<file path="src/rtl/core/fsms_pkg.sv">
`timescale 1ns / 1ps
`default_nettype none

package fsms_pkg;

	// Car travels between floors 1..FLOOR_COUNT.
	localparam int unsigned FLOOR_COUNT = 3;
	localparam int unsigned FLOOR_W     = 2;
	localparam int unsigned SENSOR_W    = 3;
	localparam int unsigned SPF_W       = 15;
	localparam int unsigned STEPS_W     = 16;
	localparam int unsigned PHASE_W     = 3;
	localparam int unsigned COIL_W      = 4;

	localparam logic [SPF_W-1:0]   SPF_RESET  = 15'd4096;
	localparam logic [FLOOR_W-1:0] FLOOR_ONE  = 2'd1;
	localparam logic [FLOOR_W-1:0] FLOOR_LAST = FLOOR_W'(FLOOR_COUNT);

	typedef enum logic {
		OP_MOVE = 1'b0,
		OP_TICK = 1'b1
	} opcode_t;

	typedef enum logic [1:0] {
		MOTION_STOP = 2'd0,
		MOTION_UP   = 2'd1,
		MOTION_DOWN = 2'd2
	} motion_t;

	typedef struct packed {
		opcode_t             opcode;
		logic [FLOOR_W-1:0]  target_floor;
		logic [SENSOR_W-1:0] floor_sensors;
	} item_t;

	// Input stage contents handed to the step engine.
	typedef struct packed {
		logic  valid;
		item_t item;
	} stage_t;

	// Half-step coil patterns, bit0 is the first coil.
	function automatic logic [COIL_W-1:0] half_step_pattern(input logic [PHASE_W-1:0] phase);
		logic [COIL_W-1:0] pat;
		unique case (phase)
			3'd0: pat = 4'd1;
			3'd1: pat = 4'd3;
			3'd2: pat = 4'd2;
			3'd3: pat = 4'd6;
			3'd4: pat = 4'd4;
			3'd5: pat = 4'd12;
			3'd6: pat = 4'd8;
			3'd7: pat = 4'd9;
			default: pat = 4'd0;
		endcase
		return pat;
	endfunction

	// Lowest set sensor bit within the building wins; otherwise keep the floor.
	function automatic logic [FLOOR_W-1:0] sense_floor(input logic [SENSOR_W-1:0] sensors,
	                                                   input logic [FLOOR_W-1:0] cur);
		logic [FLOOR_W-1:0] res;
		res = cur;
		for (int f = FLOOR_COUNT; f >= 1; f--) begin
			if (sensors[f-1]) begin
				res = FLOOR_W'(f);
			end
		end
		return res;
	endfunction

endpackage

`default_nettype wire

</file>
<file path="src/rtl/core/fsms_cmd_if.sv">
`timescale 1ns / 1ps
`default_nettype none

interface fsms_cmd_if;
	import fsms_pkg::*;

	logic                valid;
	logic                ready;
	logic                opcode;
	logic [FLOOR_W-1:0]  target_floor;
	logic [SENSOR_W-1:0] floor_sensors;

	modport source (output valid, output opcode, output target_floor, output floor_sensors,
	                input ready);
	modport sink (input valid, input opcode, input target_floor, input floor_sensors,
	              output ready);
endinterface

`default_nettype wire

</file>
<file path="src/rtl/core/fsms_rsp_if.sv">
`timescale 1ns / 1ps
`default_nettype none

interface fsms_rsp_if;
	import fsms_pkg::*;

	logic               valid;
	logic               ready;
	logic [COIL_W-1:0]  coil_pattern;
	logic [1:0]         motion;
	logic [FLOOR_W-1:0] floor_now;
	logic               door_request;
	logic               busy_res;

	modport source (output valid, output coil_pattern, output motion, output floor_now,
	                output door_request, output busy_res, input ready);
	modport sink (input valid, input coil_pattern, input motion, input floor_now,
	              input door_request, input busy_res, output ready);
endinterface

`default_nettype wire

</file>
<file path="src/rtl/core/floor_stepper_move_sequencer_core.sv">
// A command beat waits in the input register until the engine takes it; its result is then registered.
// One command beat per cycle while rsp.ready is high; the car state register set updates once per beat.
// The input and result registers hold the beats; cmd.ready is high when the input one is empty or taken.
// Reset: arst_n clears the car to floor one, stopped, phase zero, and sets steps per floor to 4096.
`timescale 1ns / 1ps
`default_nettype none

module floor_stepper_move_sequencer_core (
	input  wire logic                       clk,
	input  wire logic                       arst_n,
	input  wire logic                       cfg_we,
	input  wire logic [fsms_pkg::SPF_W-1:0] cfg_wdata,
	fsms_cmd_if.sink                        cmd,
	fsms_rsp_if.source                      rsp
);
	import fsms_pkg::*;

	stage_t stage;
	logic   take;

	fsms_in_reg u_in_reg (
		.clk    (clk),
		.arst_n (arst_n),
		.cmd    (cmd),
		.take   (take),
		.stage  (stage)
	);

	fsms_engine u_engine (
		.clk       (clk),
		.arst_n    (arst_n),
		.cfg_we    (cfg_we),
		.cfg_wdata (cfg_wdata),
		.stage     (stage),
		.take      (take),
		.rsp       (rsp)
	);

	// A door request always comes with the coils released and the car stopped.
	a_door_stops: assert property (@(posedge clk) disable iff (!arst_n)
		rsp.valid && rsp.door_request |-> !rsp.busy_res && (rsp.coil_pattern == '0)
		&& (rsp.motion == MOTION_STOP))
		else $error("door request while driving coils or busy");

	// Energized coils imply a direction is reported.
	a_coil_moves: assert property (@(posedge clk) disable iff (!arst_n)
		rsp.valid && (rsp.coil_pattern != '0) |-> (rsp.motion != MOTION_STOP))
		else $error("coils driven while stopped");

	// A move in progress always reports its direction.
	a_busy_dir: assert property (@(posedge clk) disable iff (!arst_n)
		rsp.valid && rsp.busy_res |-> (rsp.motion == MOTION_UP) || (rsp.motion == MOTION_DOWN))
		else $error("busy without direction");

	// A taken beat always lands in the result register on the next edge.
	a_take_result: assert property (@(posedge clk) disable iff (!arst_n)
		take |=> rsp.valid)
		else $error("taken beat produced no result");

endmodule

`default_nettype wire

</file>
<file path="src/rtl/core/fsms_in_reg.sv">
`timescale 1ns / 1ps
`default_nettype none

module fsms_in_reg (
	input  wire logic            clk,
	input  wire logic            arst_n,
	fsms_cmd_if.sink             cmd,
	input  wire logic            take,
	output fsms_pkg::stage_t     stage
);
	import fsms_pkg::*;

	logic  valid_s1;
	item_t item_s1;

	// The stage frees up when the engine takes its beat in the same cycle.
	assign cmd.ready = !valid_s1 || take;

	always_ff @(posedge clk or negedge arst_n) begin
		if (!arst_n) begin
			valid_s1 <= 1'b0;
		end else if (cmd.valid && cmd.ready) begin
			valid_s1 <= 1'b1;
		end else if (take) begin
			valid_s1 <= 1'b0;
		end
	end

	// Payload needs no reset.
	always_ff @(posedge clk) begin
		if (cmd.valid && cmd.ready) begin
			item_s1.opcode        <= opcode_t'(cmd.opcode);
			item_s1.target_floor  <= cmd.target_floor;
			item_s1.floor_sensors <= cmd.floor_sensors;
		end
	end

	assign stage.valid = valid_s1;
	assign stage.item  = item_s1;

endmodule

`default_nettype wire

</file>
<file path="src/rtl/core/fsms_engine.sv">
`timescale 1ns / 1ps
`default_nettype none

module fsms_engine (
	input  wire logic                       clk,
	input  wire logic                       arst_n,
	input  wire logic                       cfg_we,
	input  wire logic [fsms_pkg::SPF_W-1:0] cfg_wdata,
	input  fsms_pkg::stage_t                stage,
	output logic                            take,
	fsms_rsp_if.source                      rsp
);
	import fsms_pkg::*;

	logic [SPF_W-1:0]   spf_q;
	logic [FLOOR_W-1:0] floor_q;
	logic [FLOOR_W-1:0] goal_q;
	logic               moving_q;
	logic               down_q;
	logic [STEPS_W-1:0] steps_q;
	logic [PHASE_W-1:0] phase_q;

	logic [FLOOR_W-1:0] floor_n;
	logic [FLOOR_W-1:0] goal_n;
	logic               moving_n;
	logic               down_n;
	logic [STEPS_W-1:0] steps_n;
	logic [PHASE_W-1:0] phase_n;

	logic [COIL_W-1:0]  coil_c;
	motion_t            motion_c;
	logic               door_c;

	logic [FLOOR_W-1:0] floor_gap;
	logic [STEPS_W-1:0] budget;
	logic [STEPS_W-1:0] steps_dec;
	logic               start;

	logic               rsp_valid_q;
	logic [COIL_W-1:0]  coil_q;
	motion_t            motion_q;
	logic [FLOOR_W-1:0] floor_now_q;
	logic               door_q;
	logic               busy_q;

	item_t it;
	assign it = stage.item;

	// The engine takes a beat when the result register is free or drains this cycle.
	assign take = stage.valid && (!rsp_valid_q || rsp.ready);

	// Floor distance is at most two, so the budget is the setting or twice it.
	assign floor_gap = (it.target_floor > floor_q) ? (it.target_floor - floor_q)
	                                               : (floor_q - it.target_floor);
	assign budget = (floor_gap == 2'd2) ? {spf_q, 1'b0} : {1'b0, spf_q};
	assign start  = !moving_q && (it.target_floor >= FLOOR_ONE)
	                && (it.target_floor <= FLOOR_LAST)
	                && (it.target_floor != floor_q) && (spf_q != '0);
	assign steps_dec = (steps_q != '0) ? (steps_q - STEPS_W'(1)) : steps_q;

	// Next state and result for the beat in the input stage.
	always_comb begin
		floor_n  = floor_q;
		goal_n   = goal_q;
		moving_n = moving_q;
		down_n   = down_q;
		steps_n  = steps_q;
		phase_n  = phase_q;
		coil_c   = '0;
		motion_c = MOTION_STOP;
		door_c   = 1'b0;
		if (it.opcode == OP_MOVE) begin
			if (start) begin
				goal_n   = it.target_floor;
				down_n   = it.target_floor < floor_q;
				steps_n  = budget;
				moving_n = 1'b1;
			end
			if (moving_n) begin
				motion_c = down_n ? MOTION_DOWN : MOTION_UP;
			end
		end else if (moving_q) begin
			floor_n = sense_floor(it.floor_sensors, floor_q);
			if (floor_n == goal_q) begin
				moving_n = 1'b0;
				steps_n  = '0;
				door_c   = 1'b1;
			end else begin
				coil_c   = half_step_pattern(phase_q);
				motion_c = down_q ? MOTION_DOWN : MOTION_UP;
				phase_n  = down_q ? (phase_q + PHASE_W'(1)) : (phase_q - PHASE_W'(1));
				steps_n  = steps_dec;
				if (steps_dec == '0) begin
					moving_n = 1'b0;
				end
			end
		end
	end

	// Configuration register.
	always_ff @(posedge clk or negedge arst_n) begin
		if (!arst_n) begin
			spf_q <= SPF_RESET;
		end else if (cfg_we) begin
			spf_q <= cfg_wdata;
		end
	end

	// Car state advances once per taken beat.
	always_ff @(posedge clk or negedge arst_n) begin
		if (!arst_n) begin
			floor_q  <= FLOOR_ONE;
			goal_q   <= FLOOR_ONE;
			moving_q <= 1'b0;
			down_q   <= 1'b0;
			steps_q  <= '0;
			phase_q  <= '0;
		end else if (take) begin
			floor_q  <= floor_n;
			goal_q   <= goal_n;
			moving_q <= moving_n;
			down_q   <= down_n;
			steps_q  <= steps_n;
			phase_q  <= phase_n;
		end
	end

	// Result register valid flag.
	always_ff @(posedge clk or negedge arst_n) begin
		if (!arst_n) begin
			rsp_valid_q <= 1'b0;
		end else if (take) begin
			rsp_valid_q <= 1'b1;
		end else if (rsp.ready) begin
			rsp_valid_q <= 1'b0;
		end
	end

	// Result payload.
	always_ff @(posedge clk) begin
		if (take) begin
			coil_q      <= coil_c;
			motion_q    <= motion_c;
			floor_now_q <= floor_n;
			door_q      <= door_c;
			busy_q      <= moving_n;
		end
	end

	assign rsp.valid        = rsp_valid_q;
	assign rsp.coil_pattern = coil_q;
	assign rsp.motion       = motion_q;
	assign rsp.floor_now    = floor_now_q;
	assign rsp.door_request = door_q;
	assign rsp.busy_res     = busy_q;

endmodule

`default_nettype wire

</file>
<file path="src/flat_wrapper.sv">
// flat-port wrapper written by rule: the top's interface ports become plain ports
module floor_stepper_move_sequencer_core_flat import fsms_pkg::*;
  (clk, arst_n, cfg_we, cfg_wdata, cmd_valid, cmd_opcode, cmd_target_floor, cmd_floor_sensors, cmd_ready, rsp_valid, rsp_coil_pattern, rsp_motion, rsp_floor_now, rsp_door_request, rsp_busy_res, rsp_ready);
  fsms_cmd_if cmd_i ();
  fsms_rsp_if rsp_i ();
  input  wire logic clk;
  input  wire logic arst_n;
  input  wire logic cfg_we;
  input  wire logic [fsms_pkg::SPF_W-1:0] cfg_wdata;
  input wire logic [$bits(cmd_i.valid)-1:0] cmd_valid;
  input wire logic [$bits(cmd_i.opcode)-1:0] cmd_opcode;
  input wire logic [$bits(cmd_i.target_floor)-1:0] cmd_target_floor;
  input wire logic [$bits(cmd_i.floor_sensors)-1:0] cmd_floor_sensors;
  output wire logic [$bits(cmd_i.ready)-1:0] cmd_ready;
  output wire logic [$bits(rsp_i.valid)-1:0] rsp_valid;
  output wire logic [$bits(rsp_i.coil_pattern)-1:0] rsp_coil_pattern;
  output wire logic [$bits(rsp_i.motion)-1:0] rsp_motion;
  output wire logic [$bits(rsp_i.floor_now)-1:0] rsp_floor_now;
  output wire logic [$bits(rsp_i.door_request)-1:0] rsp_door_request;
  output wire logic [$bits(rsp_i.busy_res)-1:0] rsp_busy_res;
  input wire logic [$bits(rsp_i.ready)-1:0] rsp_ready;
  assign cmd_i.valid = cmd_valid;
  assign cmd_i.opcode = cmd_opcode;
  assign cmd_i.target_floor = cmd_target_floor;
  assign cmd_i.floor_sensors = cmd_floor_sensors;
  assign cmd_ready = cmd_i.ready;
  assign rsp_valid = rsp_i.valid;
  assign rsp_coil_pattern = rsp_i.coil_pattern;
  assign rsp_motion = rsp_i.motion;
  assign rsp_floor_now = rsp_i.floor_now;
  assign rsp_door_request = rsp_i.door_request;
  assign rsp_busy_res = rsp_i.busy_res;
  assign rsp_i.ready = rsp_ready;
  floor_stepper_move_sequencer_core u_core (.clk(clk), .arst_n(arst_n), .cfg_we(cfg_we), .cfg_wdata(cfg_wdata), .cmd(cmd_i), .rsp(rsp_i));
endmodule
</file>
<file path="config.mk">
export PLATFORM = sky130hd
export DESIGN_NAME = floor_stepper_move_sequencer_core_flat
export DESIGN_NICKNAME = d
export VERILOG_FILES = /design/src/rtl/core/fsms_pkg.sv /design/src/rtl/core/fsms_cmd_if.sv /design/src/rtl/core/fsms_rsp_if.sv /design/src/rtl/core/floor_stepper_move_sequencer_core.sv /design/src/rtl/core/fsms_in_reg.sv /design/src/rtl/core/fsms_engine.sv /design/src/flat_wrapper.sv
export SDC_FILE = /design/constraint.sdc
export NUM_CORES = 1
export LEC_CHECK = 0
export BUFFER_PORTS_ARGS = -buffer_cell sky130_fd_sc_hd__buf_2
export CAP_MARGIN = 0
export CORE_ASPECT_RATIO = 0.75
export CORE_UTILIZATION = 40
export CTS_BUF_LIST = sky130_fd_sc_hd__clkbuf_4 sky130_fd_sc_hd__clkbuf_8 sky130_fd_sc_hd__clkbuf_16
export CTS_CLUSTER_DIAMETER = 40
export DETAILED_ROUTE_END_ITERATION = 6
export PLACE_DENSITY = 0.68
export SLEW_MARGIN = 20
export SYNTH_ARGS = -nofsm -noshare
export SYNTH_HDL_FRONTEND = slang
export SYNTH_HIERARCHICAL = 1
export SYNTH_SLANG_ARGS = --single-unit
export TNS_END_PERCENT = 10
</file>
<file path="constraint.sdc">
create_clock -name clk -period 2.5 [get_ports clk]
set_input_delay 0.75 -clock clk [delete_from_list [all_inputs] [get_ports clk]]
set_output_delay 0.75 -clock clk [all_outputs]
set_load 0.005 [all_outputs]
</file>
# Word level (Yosys, flattened, before mapping)
# Memory sizes are Yosys's and may differ from the RTL's. A register that Yosys moved wholly into a read port is not among the register bits.
# Index checks and enable logic that the tools add are counted.
[op_classes] n_eq_ne=4 n_lt_le_gt_ge=4 shift=0 n_reduce_logical=23 div_mod_pow=0 add_sub_neg=5 bitwise=3 mux=34 multipliers=0
[ops] operator="16-bit 2-to-1 mux" n=6
[ops] operator="2-bit 2-to-1 mux" n=14
[ops] operator="16-bit zero test" n=1
[ops] operator="16-bit nonzero test" n=1
[ops] operator="16-bit by 1-bit subtractor with 16-bit output, second input constant" n=1
[ops] operator="15-bit nonzero test" n=1
[ops] operator="1-bit 2-to-1 mux" n=13
[ops] operator="1-bit logical AND" n=6
[ops] operator="3-bit AND reduction" n=2
[ops] operator="2-bit nonzero test" n=3
[ops] operator="2-bit AND reduction" n=2
[ops] operator="4-bit AND reduction" n=1
[ops] operator="2-bit subtractor" n=2
[ops] operator="3-bit by 1-bit adder with 3-bit output, second input constant" n=1
[ops] operator="1-bit zero test" n=3
[ops] operator="3-bit 2-to-1 mux" n=1
[ops] operator="1-bit NOT" n=3
[ops] operator="3-bit OR reduction" n=1
[ops] operator="3-bit by 1-bit subtractor with 3-bit output, second input constant" n=1
[ops] operator="2-bit == test" n=1
[ops] operator="2-bit == test, second input constant" n=1
[ops] operator="2-bit by 1-bit >= comparator with 1-bit output, second input constant" n=1
[ops] operator="2-bit greater-than comparator" n=1
[ops] operator="2-bit <= comparator, second input constant" n=1
[ops] operator="4 further kinds" n=5
[totals] ff_bits=54 mem_bits_rw=0 n_memories=1 latch_bits=0 word_cells=90 romBits=32
[mem_list] memory="(no name shown)" depth=8 word_bits=4 read_ports=1 rd_clocked_by_memory_dff=1 write_ports=0 line="fsms_pkg.sv:45" source="unique case (phase)"

# Depth between registers and ports, before layout
[logic_depth] word_depth=10 ltp_mapped=10 depth_no_buf=8

# Modules after synthesis
# Netlist, hierarchy kept.
[by_module_without_submodules] module="fsms_engine" cells_per_inst=296 n_inst=1 area_per_inst_um2=2934.1
[by_module_without_submodules] module="fsms_in_reg" cells_per_inst=11 n_inst=1 area_per_inst_um2=241.5

# Worst setup path after synthesis
# Ideal clock, no wire load.
[synth_path] path_type="reg-to-reg" start="reg u_core.u_engine.steps_q[0]" end="reg u_core.u_engine.busy_q (netlist: u_core/u_engine/rsp.busy_res), data pin" period_less_slack_ns=2.370 path_buffers=1 path_slack_ns=0.130 arrival_ns=2.105 path_stages_with_launch=8 t_required_ns=2.235 setup_ns=0.265 path_cell_list="dfrtp_1 buf_2 or4_1 nor3_2 and3b_1 mux2i_1 a31oi_1 or3_1"
[synth_via] elab_chain_cells=7 word_cells_on_any_way=8
[synth_rtl] item="start, declared" line="fsms_engine.sv:20" source="logic [STEPS_W-1:0] steps_q;"
[synth_rtl] item="start signal, assigned" line="fsms_engine.sv:123" source="steps_q <= steps_n;"
[synth_rtl] item="16-bit by 1-bit subtractor with 16-bit output / 16-bit nonzero test (equally long branches)" line="fsms_engine.sv:59" source="assign steps_dec = (steps_q != '0) ? (steps_q - STEPS_W'(1)) : steps_q;"
[synth_rtl] item="16-bit 2-to-1 mux *" line="fsms_engine.sv:59"
[synth_rtl] item="16-bit zero test *" line="fsms_engine.sv:93" source="if (steps_dec == '0) begin"
[synth_rtl] item="1-bit 2-to-1 mux *" line="fsms_engine.sv:93"
[synth_rtl] item="1-bit 2-to-1 mux *" line="fsms_engine.sv:84" source="if (floor_n == goal_q) begin"
[synth_rtl] item="1-bit 2-to-1 mux *" line="fsms_engine.sv:82" source="end else if (moving_q) begin"
[synth_rtl] item="1-bit 2-to-1 mux *" line="fsms_engine.sv:72" source="if (it.opcode == OP_MOVE) begin"
[synth_rtl] item="named net u_core.u_engine.moving_n" line="fsms_engine.sv:25" source="logic moving_n;"
[synth_rtl] item="end signal, assigned" line="fsms_engine.sv:146" source="busy_q <= moving_n;"
[synth_rtl] item="end, declared" line="fsms_engine.sv:44" source="logic busy_q;"
# The timed path passes the listed nets; every way through them passes the cells marked *.
# A chain may end at the register's enable or synchronous reset.

# Final worst setup path
# Ends and elaborated chain as after synthesis.

==> run_results.csv <==
group,metric,value,unit
place,place_congestion,0.918,
setup_path,cp_slowest_stage_delay,0.41,ns
logic_synthesis,synth_seq_cells,58,
pwr,cellPowerDensity,1090,nW/um^2
logic_synthesis,yosysWarnings,6,
logic_synthesis,synthCells,307,
global_routing,grt_pass1_wl,12400,microns
clocking,cts_tree,"built",
logic_synthesis,synth_edf_count,16,
route,drtAntennaViolNets,0,
clocking,cts_hold_buffers,0,
clocking,clock_sinks,58,
route,met3_length,672,microns
timing,final_max_slew_viol_count,0,
clocking,clkTransAtPathRegs,0.07,ns
setup_path,crit_slowest_cell,"dfrtp_1",
floorplan,core-area,7500,sq um
logic_synthesis,yosysSeqAreaShare,48.3,%
timing,setup_viol_count_final,0,
floorplan,die_x,105,microns
setup_path,required,2.58,ns
logic_synthesis,synth_top_family_by_area,"simple AND/OR/NAND/NOR gates",
route,drc,0,
clocking,clk_latency,0.34,ns
route,drt_iter0_drc,171,
setup_path,arrival,2.48,ns
logic_synthesis,synth-compound-area-share,15.3,%
logic_synthesis,synthSimpleGateAreaFrac,18.2,%
layout,num-nets-final,392,
timing,tns,0,ns
route,wl_met1,3780,microns
global_routing,grt_pass1_vias,2457,
logic_synthesis,ys.flop_type,"dfrtp_1",
timing,max_slew_margin,61.5,%
pwr,vdd_drop_max,0.000550,V
timing,worst_pin_slew,0.575,ns
logic_synthesis,synthMuxAreaShare,10.9,%
place,placedCellCount,451,
place,post-place-ws,0.112,ns
run,cap_viol_max_count,0,
logic_synthesis,synth_xor_area_share,0.827,%
timing,setup_ws,0.0993,ns
clocking,cts-root-buf,"clkbuf_8",
floorplan,dieArea,8300,sq um
place,hpwl,5700,microns
route,post_drt_wl_per_cell,16.3,microns
logic_synthesis,synth_fa_ha_area_share,2.21,%
global_routing,grt_util_all_layers,19.5,%
timing,period_share,96.0,%
route,routed-wl-met2,3110,microns
timing,fmax,417,MHz
setup_path,critPathTopFamily,"simple AND/OR/NAND/NOR gates",
layout,areaGrowthSynthToFinish,20.8,%
layout,final_common_cell,"dfrtp_1",
global_routing,grt_max_degree,18,
route,vias_per_cell,5.65,
timing,finalHoldViolCount,0,
place,port_buffers,37,
setup_path,cp-end-kind,"flop",
floorplan,io_pins,38,
floorplan,start_util,42.3,%
clocking,cts_max_path_buffers,2,
layout,drive_above_1_share,30.6,%
route,dr.max_layer_used,"met4",
worst_hold_path,hold_class,"primary input to asynchronous set/reset pin",
setup_path,crit_chain,"inv_1 > ha_2 > or3b_4 > o21ai_1 > o2111ai_1 > and4b_1 > a31oi_1 > or3_1",
floorplan,die_h,79.2,microns
logic_synthesis,syn-num-nets,338,
logic_synthesis,syn_avg_cell_area,10.3,sq um
layout,antennaDiodeCount,0,
route,vias,2638,
global_routing,grt_overflow,0,
layout,finalNonFillerCells,467,
run_status,outcome,"complete, no violations",
clocking,cts_max_level,3,
setup_path,crit_buf_inv,1,
timing,fin_crit,2.40,ns
logic_synthesis,synth_area,3180,sq um
floorplan,placementRows,27,
layout,final_cell_mix,"dfrtp_1 (38), buf_2 (37), buf_4 (21), nand2_1 (21), mux2_2 (21)",
logic_synthesis,ys_types,58,
pwr,p_leak,1.60,nW
global_routing,antenna_found_initial,0,
setup_path,path_max_fanout,4,
route,drtPass1Iterations,5,
setup_path,startpoint_type,"flop",
timing,skew,0.00543,ns
route,finalWirelength,7600,microns
logic_synthesis,async_flop_share,72.4,%
clocking,numCtsBuffers,9,
timing,holdWs,0.308,ns
setup_path,criticalPathCategory,"flop to flop",
[power breakdown]
part / internal, mW / switching, mW / total [mW] / leakage [nW]
Clock: 0.667 / 0.380 / 1.05 / 0.115
Combinational: 0.730 / 0.824 / 1.55 / 0.831
Sequential: 1.26 / 0.303 / 1.56 / 0.655
Total: 2.66 / 1.51 / 4.16 / 1.60
[path summary, 6_finish.rpt]
path | from | to | slack [ns] | cells past startpoint
hold / removal | arst_n | u_core/u_engine/spf_q[2]$_DFFE_PN0P_ | 0.31 | 1
setup reg to reg | u_core/u_engine/steps_q[0]$_DFFE_PN0P_ | u_core/u_engine/rsp.busy_res$_DFFE_PP_ | 0.1 | 8
min in group clk | u_core/u_engine/phase_q[0]$_DFFE_PN0P_ | u_core/u_engine/phase_q[0]$_DFFE_PN0P_ | 0.54 | 1
max in group asynchronous | arst_n | u_core/u_engine/floor_q[0]$_DFFE_PN1P_ | 1.58 | 2
setup / recovery | u_core/u_engine/steps_q[0]$_DFFE_PN0P_ | u_core/u_engine/rsp.busy_res$_DFFE_PP_ | 0.1 | 8
hold reg to reg | u_core/u_engine/phase_q[0]$_DFFE_PN0P_ | u_core/u_engine/phase_q[0]$_DFFE_PN0P_ | 0.54 | 1
[area by class of cell]
class | instances | area [sq um]
Multi-Input combinational cell | 218 | 1530
Clock inverter | 6 | 105
Tap cell | 101 | 126
Timing Repair Buffer | 58 | 343
Fill cell | 695 | 3660
Clock buffer | 10 | 131
Inverter | 16 | 60.1
Sequential cell | 58 | 1540
[cells in the mapped netlist, drive strengths merged, types with 2 or more instances]
cell    instances  area share [%]
a221o           3            0.95
dfstp           3             2.5
inv            16             1.9
or3b            2            0.55
nor2b           3            0.59
a22o            3            0.83
nor3           17             3.0
nand2b         11             2.4
a31oi           5            0.99
nand2          22             2.7
edfxtp         16              15
nand3           4            0.63
ha              4             1.6
o22ai           9             1.8
o32ai           2            0.55
mux2i          11             3.5
o32a            5             1.6
nor4            6             1.2
or4             2            0.47
dfrtp          39              31
mux2           21             7.4
and3b           2            0.55
and2            2            0.47
nand4           3            0.79
a211oi          2            0.47
o21ai          19             3.0
a21oi          17             2.7
xor2            3            0.83
nor3b           2            0.47
nor2           21             2.5
clkbuf          8            0.95
buf             7             1.3
[logic make-up (layout without fill, tap and decap cells)]
kind of cell               count (synthesis)  in the layout
and+or+nand+nor                          104            104
AOI/OAI and AO/OA                         74             74
DFF                                       58             58
muxes                                     32             32
buffers and inverters                     31             90
adders and majority gates                  5              5
xor gates and xnor gates                   3              3
[per-stage QoR]
| step | power [mW] | util [%] | area (sq um) |
|---|---|---|---|
| after floorplan | 2.55 | - | 3180 |
| after global placement | 3.05 | 47.6 | 3570 |
| after detailed placement | 3.07 | 47.6 | 3570 |
| after CTS | 4.12 | 50.8 | 3810 |
| after global routing | 4.42 | 51.2 | 3840 |
| final | 4.16 | 51.2 | 3840 |
[repair_timing]
action                                 in CTS  in global routing
endpoints found under the hold margin       0                  0
setup endpoints to repair                   0                  8
setup buffers                               0                  0
gates resized for setup                     0                  8
[flip-flops by register name (all words and copies together), names as in the netlist]
signal / count
u_core/u_engine/goal_q: 2
u_core/u_engine/moving_q: 1
u_core/u_engine/rsp.coil_pattern: 4
u_core/u_engine/rsp.door_request: 1
u_core/u_engine/rsp.busy_res: 1
u_core/u_engine/floor_q: 2
u_core/u_engine/phase_q: 3
u_core/u_engine/spf_q: 15
u_core/u_engine/steps_q: 16
u_core/u_in_reg/valid_s1: 1
u_core/u_in_reg/stage: 6
u_core/u_engine/down_q: 1
u_core/u_engine/rsp.motion: 2
u_core/u_engine/rsp.floor_now: 2
u_core/u_engine/rsp.valid: 1
[metal layers]
| layer | vias up | global-route usage [%] |
|---|---|---|
| li1 | 1252 | - |
| met1 | 1284 | 28.0 |
| met2 | 98 | 27.4 |
| met3 | 4 | 6.98 |
| met4 | 0 | 5.77 |
| met5 | - | 0 |
Note: power is estimated with default switching activity, not from simulation.
